**config.mk**
```make
export PLATFORM = sky130hd
export DESIGN_NAME = rect_insertion_sorter_flat
export DESIGN_NICKNAME = d
export VERILOG_FILES = /design/src/rtl/core/ris_pkg.sv /design/src/rtl/core/ris_req_if.sv /design/src/rtl/core/ris_rsp_if.sv /design/src/rtl/core/ris_datapath.sv /design/src/rtl/core/ris_controller.sv /design/src/rtl/core/rect_insertion_sorter.sv /design/src/flat_wrapper.sv
export SDC_FILE = /design/constraint.sdc
export NUM_CORES = 2
export LEC_CHECK = 0
export ABC_AREA = 1
export BUFFER_PORTS_ARGS = -buffer_cell sky130_fd_sc_hd__buf_2
export CAP_MARGIN = 20
export CORE_ASPECT_RATIO = 1.5
export CORE_MARGIN = 2
export CORE_UTILIZATION = 40
export DETAILED_ROUTE_END_ITERATION = 8
export PLACE_DENSITY_LB_ADDON = 0.3
export SETUP_SLACK_MARGIN = 0.1
export SYNTH_ARGS = -nofsm -noshare
export SYNTH_HDL_FRONTEND = slang
export SYNTH_SLANG_ARGS = --single-unit
export TNS_END_PERCENT = 1
```
**constraint.sdc**
```tcl
create_clock -name clock -period 8.74 [get_ports clock]
set_input_delay 1.748 -clock clock [delete_from_list [all_inputs] [get_ports clock]]
set_output_delay 1.748 -clock clock [all_outputs]
set_load 0.1 [all_outputs]
```
**src/rtl/core/ris_pkg.sv**
```systemverilog
// Shared types, constants and the sort-key compare for the rectangle insertion sorter.
// Depends on nothing; every other file of the block imports it.
package ris_pkg;

   localparam int MAX_RECTS = 16;
   localparam int EDGE_W    = 16;
   localparam int COUNT_W   = $clog2(MAX_RECTS + 1);

   typedef struct packed {
      logic signed [EDGE_W-1:0] left;
      logic signed [EDGE_W-1:0] top;
      logic signed [EDGE_W-1:0] right;
      logic signed [EDGE_W-1:0] bottom;
   } rect_type;

   typedef enum logic {
      ST_COLLECT,
      ST_EMIT
   } ctrl_state_type;

   // Commands from the controller to the datapath.
   typedef struct packed {
      logic insert;     // store the incoming rectangle in sorted position
      logic drop_mark;  // table is full: note that the rectangle was dropped
      logic shift_out;  // the head entry was delivered: move the table up by one
      logic clear_flag; // end of run: clear the drop flag
   } ris_cmd_type;

   // Status from the datapath to the controller.
   typedef struct packed {
      logic full;       // every entry holds a rectangle
      logic count_one;  // exactly one entry remains
   } ris_status_type;

   // True when stored rectangle a must sit behind new rectangle b.
   // Equal keys return false, which keeps arrival order among equals.
   function automatic logic goes_after(input rect_type a, input rect_type b);
      logic result;
      if (a.left != b.left) begin
         result = (a.left > b.left);
      end else begin
         result = (a.top > b.top);
      end
      return result;
   endfunction

endpackage

```
**src/rtl/core/ris_req_if.sv**
```systemverilog
// Request channel of the rectangle insertion sorter: valid/ready plus one rectangle.
// Depends on ris_pkg for the edge width.
interface ris_req_if
   import ris_pkg::*;
();
   logic                     valid;
   logic                     ready;
   logic signed [EDGE_W-1:0] rect_left;
   logic signed [EDGE_W-1:0] rect_top;
   logic signed [EDGE_W-1:0] rect_right;
   logic signed [EDGE_W-1:0] rect_bottom;
   logic                     last_in;

   modport source (output valid, rect_left, rect_top, rect_right, rect_bottom, last_in,
                   input ready);
   modport sink   (input valid, rect_left, rect_top, rect_right, rect_bottom, last_in,
                   output ready);
endinterface

```
**src/rtl/core/ris_rsp_if.sv**
```systemverilog
// Response channel of the rectangle insertion sorter: valid/ready plus one sorted rectangle.
// Depends on ris_pkg for the edge width.
interface ris_rsp_if
   import ris_pkg::*;
();
   logic                     valid;
   logic                     ready;
   logic signed [EDGE_W-1:0] out_left;
   logic signed [EDGE_W-1:0] out_top;
   logic signed [EDGE_W-1:0] out_right;
   logic signed [EDGE_W-1:0] out_bottom;
   logic                     last_out;
   logic                     overflow;

   modport source (output valid, out_left, out_top, out_right, out_bottom, last_out,
                   overflow, input ready);
   modport sink   (input valid, out_left, out_top, out_right, out_bottom, last_out,
                   overflow, output ready);
endinterface

```
**src/rtl/core/ris_datapath.sv**
```systemverilog
// Datapath of the rectangle insertion sorter: a row of sorting cells, the fill count
// and the drop flag. Depends on ris_pkg; driven by ris_controller commands.
module ris_datapath
   import ris_pkg::*;
(
   input  logic           clock,
   input  logic           reset,
   input  ris_cmd_type    cmd,
   input  rect_type       new_rect,
   output ris_status_type status,
   output rect_type       head_rect,
   output logic           overflow
);

   rect_type           cell_ff [MAX_RECTS];
   rect_type           cell_in [MAX_RECTS];
   logic [COUNT_W-1:0] count_ff;
   logic [COUNT_W-1:0] count_in;
   logic               dropped_ff;
   logic               dropped_in;
   logic [MAX_RECTS-1:0] behind;

   // Each cell compares its entry with the new key; the results are monotone
   // over the valid cells because the table is sorted.
   always_comb begin
      for (int i = 0; i < MAX_RECTS; i++) begin
         behind[i] = (count_ff > COUNT_W'(i)) && goes_after(cell_ff[i], new_rect);
      end
   end

   always_comb begin
      for (int i = 0; i < MAX_RECTS; i++) begin
         cell_in[i] = cell_ff[i];
         if (cmd.insert) begin
            if (count_ff == COUNT_W'(i)) begin
               // First free cell: takes the neighbor moving down, or the new entry.
               if (i > 0 && behind[(i > 0) ? i - 1 : 0]) begin
                  cell_in[i] = cell_ff[(i > 0) ? i - 1 : 0];
               end else begin
                  cell_in[i] = new_rect;
               end
            end else if (behind[i]) begin
               if (i > 0 && behind[(i > 0) ? i - 1 : 0]) begin
                  cell_in[i] = cell_ff[(i > 0) ? i - 1 : 0];
               end else begin
                  cell_in[i] = new_rect;
               end
            end
         end else if (cmd.shift_out) begin
            if (i < MAX_RECTS - 1) begin
               cell_in[i] = cell_ff[(i < MAX_RECTS - 1) ? i + 1 : i];
            end
         end
      end
   end

   always_comb begin
      count_in = count_ff;
      if (cmd.insert) begin
         count_in = count_ff + COUNT_W'(1);
      end else if (cmd.shift_out) begin
         count_in = count_ff - COUNT_W'(1);
      end
      dropped_in = dropped_ff;
      if (cmd.drop_mark) begin
         dropped_in = 1'b1;
      end else if (cmd.clear_flag) begin
         dropped_in = 1'b0;
      end
   end

   always_ff @(posedge clock) begin
      for (int i = 0; i < MAX_RECTS; i++) begin
         cell_ff[i] <= cell_in[i];
      end
   end

   always_ff @(posedge clock) begin
      if (reset) begin
         count_ff   <= '0;
         dropped_ff <= 1'b0;
      end else begin
         count_ff   <= count_in;
         dropped_ff <= dropped_in;
      end
   end

   assign status.full      = (count_ff == COUNT_W'(MAX_RECTS));
   assign status.count_one = (count_ff == COUNT_W'(1));
   assign head_rect        = cell_ff[0];
   assign overflow         = dropped_ff;

endmodule

```
**src/rtl/core/ris_controller.sv**
```systemverilog
// Controller of the rectangle insertion sorter: collects a set, then emits it.
// Depends on ris_pkg; steers ris_datapath through command and status structs.
module ris_controller
   import ris_pkg::*;
(
   input  logic           clock,
   input  logic           reset,
   input  logic           req_valid,
   input  logic           req_last,
   input  logic           rsp_ready,
   input  ris_status_type status,
   output logic           req_ready,
   output logic           rsp_valid,
   output ris_cmd_type    cmd
);

   ctrl_state_type state_ff;
   ctrl_state_type state_in;

   always_ff @(posedge clock) begin
      if (reset) begin
         state_ff <= ST_COLLECT;
      end else begin
         state_ff <= state_in;
      end
   end

   always_comb begin
      state_in  = state_ff;
      req_ready = 1'b0;
      rsp_valid = 1'b0;
      cmd       = '0;
      unique case (state_ff)
         ST_COLLECT: begin
            req_ready = 1'b1;
            if (req_valid) begin
               cmd.insert    = !status.full;
               cmd.drop_mark = status.full;
               if (req_last) begin
                  state_in = ST_EMIT;
               end
            end
         end
         ST_EMIT: begin
            rsp_valid = 1'b1;
            if (rsp_ready) begin
               cmd.shift_out = 1'b1;
               if (status.count_one) begin
                  cmd.clear_flag = 1'b1;
                  state_in       = ST_COLLECT;
               end
            end
         end
         default: begin
            state_in = ST_COLLECT;
         end
      endcase
   end

endmodule

```
**src/rtl/core/rect_insertion_sorter.sv**
```systemverilog
// Top level of the rectangle insertion sorter.
// Depends on ris_pkg, ris_req_if, ris_rsp_if, ris_controller and ris_datapath.
//
// Usage: rectangles arrive one per transaction on req_ch (four signed edges and
// last_in). Each is inserted into a row of MAX_RECTS sorting cells, ordered by
// left edge and then top edge; equal keys keep their arrival order. On insertion,
// every cell compares its key with the new one in parallel and either holds,
// takes its neighbor, or takes the new rectangle, so req_ch accepts one
// transaction per cycle while a set is being collected.
// When the transaction flagged last_in is accepted, the block stops taking
// requests and emits the sorted set on rsp_ch, one rectangle per transaction,
// starting the cycle after. Results come straight from the head cell, which is
// a register, and the row shifts up by one on each accepted response; the last
// one carries last_out. Once the last response is taken, requests are accepted
// again on the next cycle. A stalled receiver simply holds the head response.
// Rectangles beyond MAX_RECTS are dropped and overflow is set on every response
// of that run; last_in on a dropped rectangle still starts the emit.
// Reset (synchronous, active high) empties the table and clears the drop flag.
module rect_insertion_sorter
   import ris_pkg::*;
(
   input  logic      clock,
   input  logic      reset,
   ris_req_if.sink   req_ch,
   ris_rsp_if.source rsp_ch
);

   ris_cmd_type    cmd;
   ris_status_type status;
   rect_type       new_rect;
   rect_type       head_rect;
   logic           overflow;

   assign new_rect.left   = req_ch.rect_left;
   assign new_rect.top    = req_ch.rect_top;
   assign new_rect.right  = req_ch.rect_right;
   assign new_rect.bottom = req_ch.rect_bottom;

   // The controller decides when to insert, drop and shift; the datapath holds the cells.
   ris_controller u_ctrl (
      .clock     (clock),
      .reset     (reset),
      .req_valid (req_ch.valid),
      .req_last  (req_ch.last_in),
      .rsp_ready (rsp_ch.ready),
      .status    (status),
      .req_ready (req_ch.ready),
      .rsp_valid (rsp_ch.valid),
      .cmd       (cmd)
   );

   ris_datapath u_dp (
      .clock     (clock),
      .reset     (reset),
      .cmd       (cmd),
      .new_rect  (new_rect),
      .status    (status),
      .head_rect (head_rect),
      .overflow  (overflow)
   );

   // The response always shows the head cell; last_out marks the final entry.
   assign rsp_ch.out_left   = head_rect.left;
   assign rsp_ch.out_top    = head_rect.top;
   assign rsp_ch.out_right  = head_rect.right;
   assign rsp_ch.out_bottom = head_rect.bottom;
   assign rsp_ch.last_out   = status.count_one;
   assign rsp_ch.overflow   = overflow;

endmodule

```
**src/flat_wrapper.sv**
```systemverilog
// flat-port wrapper written by rule: the top's interface ports become plain ports
module rect_insertion_sorter_flat import ris_pkg::*;
  (clock, reset, req_ch_valid, req_ch_rect_left, req_ch_rect_top, req_ch_rect_right, req_ch_rect_bottom, req_ch_last_in, req_ch_ready, rsp_ch_valid, rsp_ch_out_left, rsp_ch_out_top, rsp_ch_out_right, rsp_ch_out_bottom, rsp_ch_last_out, rsp_ch_overflow, rsp_ch_ready);
  ris_req_if req_ch_i ();
  ris_rsp_if rsp_ch_i ();
  input  logic clock;
  input  logic reset;
  input wire logic [$bits(req_ch_i.valid)-1:0] req_ch_valid;
  input wire logic [$bits(req_ch_i.rect_left)-1:0] req_ch_rect_left;
  input wire logic [$bits(req_ch_i.rect_top)-1:0] req_ch_rect_top;
  input wire logic [$bits(req_ch_i.rect_right)-1:0] req_ch_rect_right;
  input wire logic [$bits(req_ch_i.rect_bottom)-1:0] req_ch_rect_bottom;
  input wire logic [$bits(req_ch_i.last_in)-1:0] req_ch_last_in;
  output wire logic [$bits(req_ch_i.ready)-1:0] req_ch_ready;
  output wire logic [$bits(rsp_ch_i.valid)-1:0] rsp_ch_valid;
  output wire logic [$bits(rsp_ch_i.out_left)-1:0] rsp_ch_out_left;
  output wire logic [$bits(rsp_ch_i.out_top)-1:0] rsp_ch_out_top;
  output wire logic [$bits(rsp_ch_i.out_right)-1:0] rsp_ch_out_right;
  output wire logic [$bits(rsp_ch_i.out_bottom)-1:0] rsp_ch_out_bottom;
  output wire logic [$bits(rsp_ch_i.last_out)-1:0] rsp_ch_last_out;
  output wire logic [$bits(rsp_ch_i.overflow)-1:0] rsp_ch_overflow;
  input wire logic [$bits(rsp_ch_i.ready)-1:0] rsp_ch_ready;
  assign req_ch_i.valid = req_ch_valid;
  assign req_ch_i.rect_left = req_ch_rect_left;
  assign req_ch_i.rect_top = req_ch_rect_top;
  assign req_ch_i.rect_right = req_ch_rect_right;
  assign req_ch_i.rect_bottom = req_ch_rect_bottom;
  assign req_ch_i.last_in = req_ch_last_in;
  assign req_ch_ready = req_ch_i.ready;
  assign rsp_ch_valid = rsp_ch_i.valid;
  assign rsp_ch_out_left = rsp_ch_i.out_left;
  assign rsp_ch_out_top = rsp_ch_i.out_top;
  assign rsp_ch_out_right = rsp_ch_i.out_right;
  assign rsp_ch_out_bottom = rsp_ch_i.out_bottom;
  assign rsp_ch_last_out = rsp_ch_i.last_out;
  assign rsp_ch_overflow = rsp_ch_i.overflow;
  assign rsp_ch_i.ready = rsp_ch_ready;
  rect_insertion_sorter u_core (.clock(clock), .reset(reset), .req_ch(req_ch_i), .rsp_ch(rsp_ch_i));
endmodule
```
==> out/qor.csv <==
stage,metric,value,unit
run_status,status,"complete, no violations",
critical_path,crit path cell chain,buf_2 > inv_1 > buf_4 > ha_1 > inv_1 > nor2_1 > nor2_1 > o21ai_0 > nand2_1 > nand4_1 > nand3_1 > nand2_2 > nand2_1 > a31oi_4 > buf_4 > buf_4,
global_route,vias in the first global route,58784,
sta,Setup-failing EPs final,0,
cts,Post-CTS Setup Bufs,0,
place,gpl congestion,0.872,
routing,DRT antenna net count,0,
global_route,first-pass GRT wire length,317000,um
critical_path,"slowest stage delay, CP",590,ps
cts,total CTS buffers,103,
cts,CTS tree,built,
floorplan,die width,350,um
yosys,compound-gate portion of the synthesized area,3.93,%
sta,Clock Skews,20.2,ps
yosys,Post-Syn Area,71900,sq um
routing,drc violations,0,
routing,met3 wire length,9000,um
routing,routed length on met1,85600,um
yosys,Syn Inst Count,9415,
global_route,All-Layer GR Usage,21.1,%
yosys,Yosys reg bits,1031,
floorplan,Die Footprint,183000,sq um
place,Buffers on Ports,136,
yosys,largest family of logic cells by synthesized area,simple AND/OR/NAND/NOR gates,
yosys,Yosys warning count,0,
sta,Final Hold Vio Count,0,
sta,Hold WS,477,ps
cts,Root Buffer,clkbuf_16,
floorplan,Die H,523,um
routing,WL met2,96500,um
floorplan,FP Rows,190,
routing,Routed wire per std cell,17.0,um
yosys,Synth top area share,42.8,%
yosys,"EDFF count, synth",1024,
routing,Via density,5.12,
yosys,Post-Synth Simple-Gate Area,32.9,%
yosys,synth unique cells,44,
critical_path,CP endpoint kind,flip-flop,
hold_path,Worst Hold Class,reg2reg,
sta,unrepaired setup endpoints after global routing,false,
sta,Setup TNS Final,0,ps
critical_path,Critical Path RT,9100,ps
critical_path,slowest CP cell,inv_1,
yosys,post-synthesis mux area share,0,%
sta,crit path time final,5300,ps
floorplan,I/O pin count,137,
critical_path,WS Path Type,in2reg,
yosys,Synth area leaders,"edfxtp_1 43%, nand2_1 17%, nand3_1 11%",
yosys,most instantiated library cell after synthesis,nand2_1,
yosys,most frequent cells after synthesis,"3294 x nand2_1, 1562 x nand3_1, 1193 x inv_1, 1024 x edfxtp_1, 517 x ha_1",
critical_path,Critical Path Most Common Cell,buf_4,
critical_path,crit path DAT,5660,ps
cts,clk_lat worst skew,730,ps
routing,drt pass-1 iters,6,
yosys,"Top FF cell, synth",edfxtp_1,
critical_path,largest fanout on the critical path,39,
floorplan,Initial Util,40.3,%
cts,hold-fix buffers at CTS,0,
pwr,peak supply drop,0.167,mV
global_route,grt total ovfl,0,
cts,CTS Buffer Depth,3,
yosys,post-synthesis async set-or-reset flop share,0,%
place,DPL Wire Length,144000,um
yosys,Post-Synth XOR/XNOR Area,0.0122,%
cts,H-Tree Level Count,3,
routing,DRT iter0 DRCs,4798,
pwr,Leak,37.6,nW
routing,Detailed Route WL,197000,um
yosys,syn nets,10001,
sta,Worst-Margin Slew,1260,ps
layout,share of layout cells above drive strength 1,6.10,%
cts,Post-CTS Resized,0,
cts,clk slew on worst S/H paths,60,ps
sta,Slew headroom,15.8,%
layout,synth-to-layout area growth,7.10,%
sta,Final period util,60.6,%
layout,# nets final,9697,
global_route,initial antenna violation count,21,
cts,CTS Sinks,1031,
yosys,"Avg Cell Area, Syn",7.64,sq um
pwr,power density over cell area,222,nW/um^2
yosys,post-synthesis sequential area ratio,43.0,%
global_route,largest net degree at the start of global routing,215,
sta,f_max,189,MHz
floorplan,Core Area,179000,sq um
routing,max layer used,met5,
sta,Slew Limit Fails,0,
routing,Vias,59402,
critical_path,startpoint types,input port,
job,Max-Cap Viols,0,
yosys,cell taking the most area after synthesis,edfxtp_1,
yosys,Adder-Cell Fraction of Synth Area,9.00,%
## per-stage QoR
step | utilization [%] | power, mW | worst slack, ps | instances | cell area [sq um]
after floorplan | - | 11.3 | 1110 | 9415 | 71900
after global placement | 41.3 | 12.5 | 2690 | 11405 | 73700
after detailed placement | 41.3 | 12.6 | 2680 | 11405 | 73700
after CTS | 43.1 | 17.2 | 3460 | 11593 | 77000
after global routing | 43.1 | 18.1 | 3250 | 11597 | 77000
final | 43.1 | 17.1 | 3440 | 11601 | 77000
## power by group
group / internal, mW / switching, mW / leakage, nW
logic: 1.56 / 3.86 / 26.1
registers: 6.62 / 0.524 / 9.80
clock network: 2.49 / 2.02 / 1.61
total: 10.7 / 6.41 / 37.6
## cell type report
type | count | area (sq um)
Inverter | 1205 | 4530
Clock inverter | 64 | 606
Sequential cell | 1031 | 30900
Timing Repair Buffer | 277 | 1920
Fill cell | 17763 | 102000
Antenna cell | 7 | 17.5
Tap cell | 2400 | 3000
Clock buffer | 124 | 2700
Multi-Input combinational cell | 6493 | 33400
## worst max-delay path, delay by kind of cell
kind                       cells  cell delay (ps)
adders and majority gates      1              140
and+or+nand+nor                7             1070
AOI/OAI and AO/OA              2              580
buffers and inverters          6             2000
## flip-flops by register name, summed over array words and instances (netlist names)
signal	cells
u_core.u_dp.count_ff	5
u_core.u_dp.overflow	1
u_core.u_ctrl.state_ff	1
u_core.u_dp.cell_ff	1024
## cell usage in the layout, fill, tap and decap left out, types with 7 or more instances in the layout
cell type,netlist,routed
nand2_1,3294,3273
nand3_1,1562,1552
inv_1,1193,1192
edfxtp_1,1024,1024
ha_1,517,517
nand4_1,334,334
a21oi_1,250,240
o21ai_0,190,189
nor2_1,141,136
buf_2,245,136
buf_4,121,127
clkbuf_16,0,105
nand2_2,52,72
o21bai_1,33,33
o21a_1,31,31
clkinv_1,0,28
nor3_1,24,24
clkbuf_1,233,19
clkinv_2,0,18
nor4_2,15,15
buf_12,5,13
inv_2,12,11
nand3_2,2,10
a21oi_4,0,10
bufinv_16,0,10
nor2_4,2,9
nor4_1,8,8
nand3b_1,8,8
diode_2,0,7
dfxtp_1,7,7
## cell families after synthesis
kind of cell,after synthesis
flops,1031
xor+xnor,1
buf+inv,1891
fa+ha+maj,517
simple gates,5450
compound gates,525
## layer usage
layer / up-vias / global-route usage (%)
met2: 1553 / 37.2
met4: 26 / 7.33
met5: - / 0
met1: 27120 / 26.5
met3: 330 / 2.35
li1: 30373 / -
## final timing paths
path	from	to	slack (ps)	depth (start not counted)
hold reg to reg	u_core.u_dp.overflow	u_core.u_dp.overflow	480	2
setup / recovery	req_ch_rect_top[1]	u_core.u_dp.cell_ff[0][15]	3440	16
hold / removal	u_core.u_dp.overflow	u_core.u_dp.overflow	480	2
setup reg to reg	u_core.u_dp.count_ff[0]	u_core.u_dp.cell_ff[0][212]	3720	13
(Power assumes the default switching activity.)
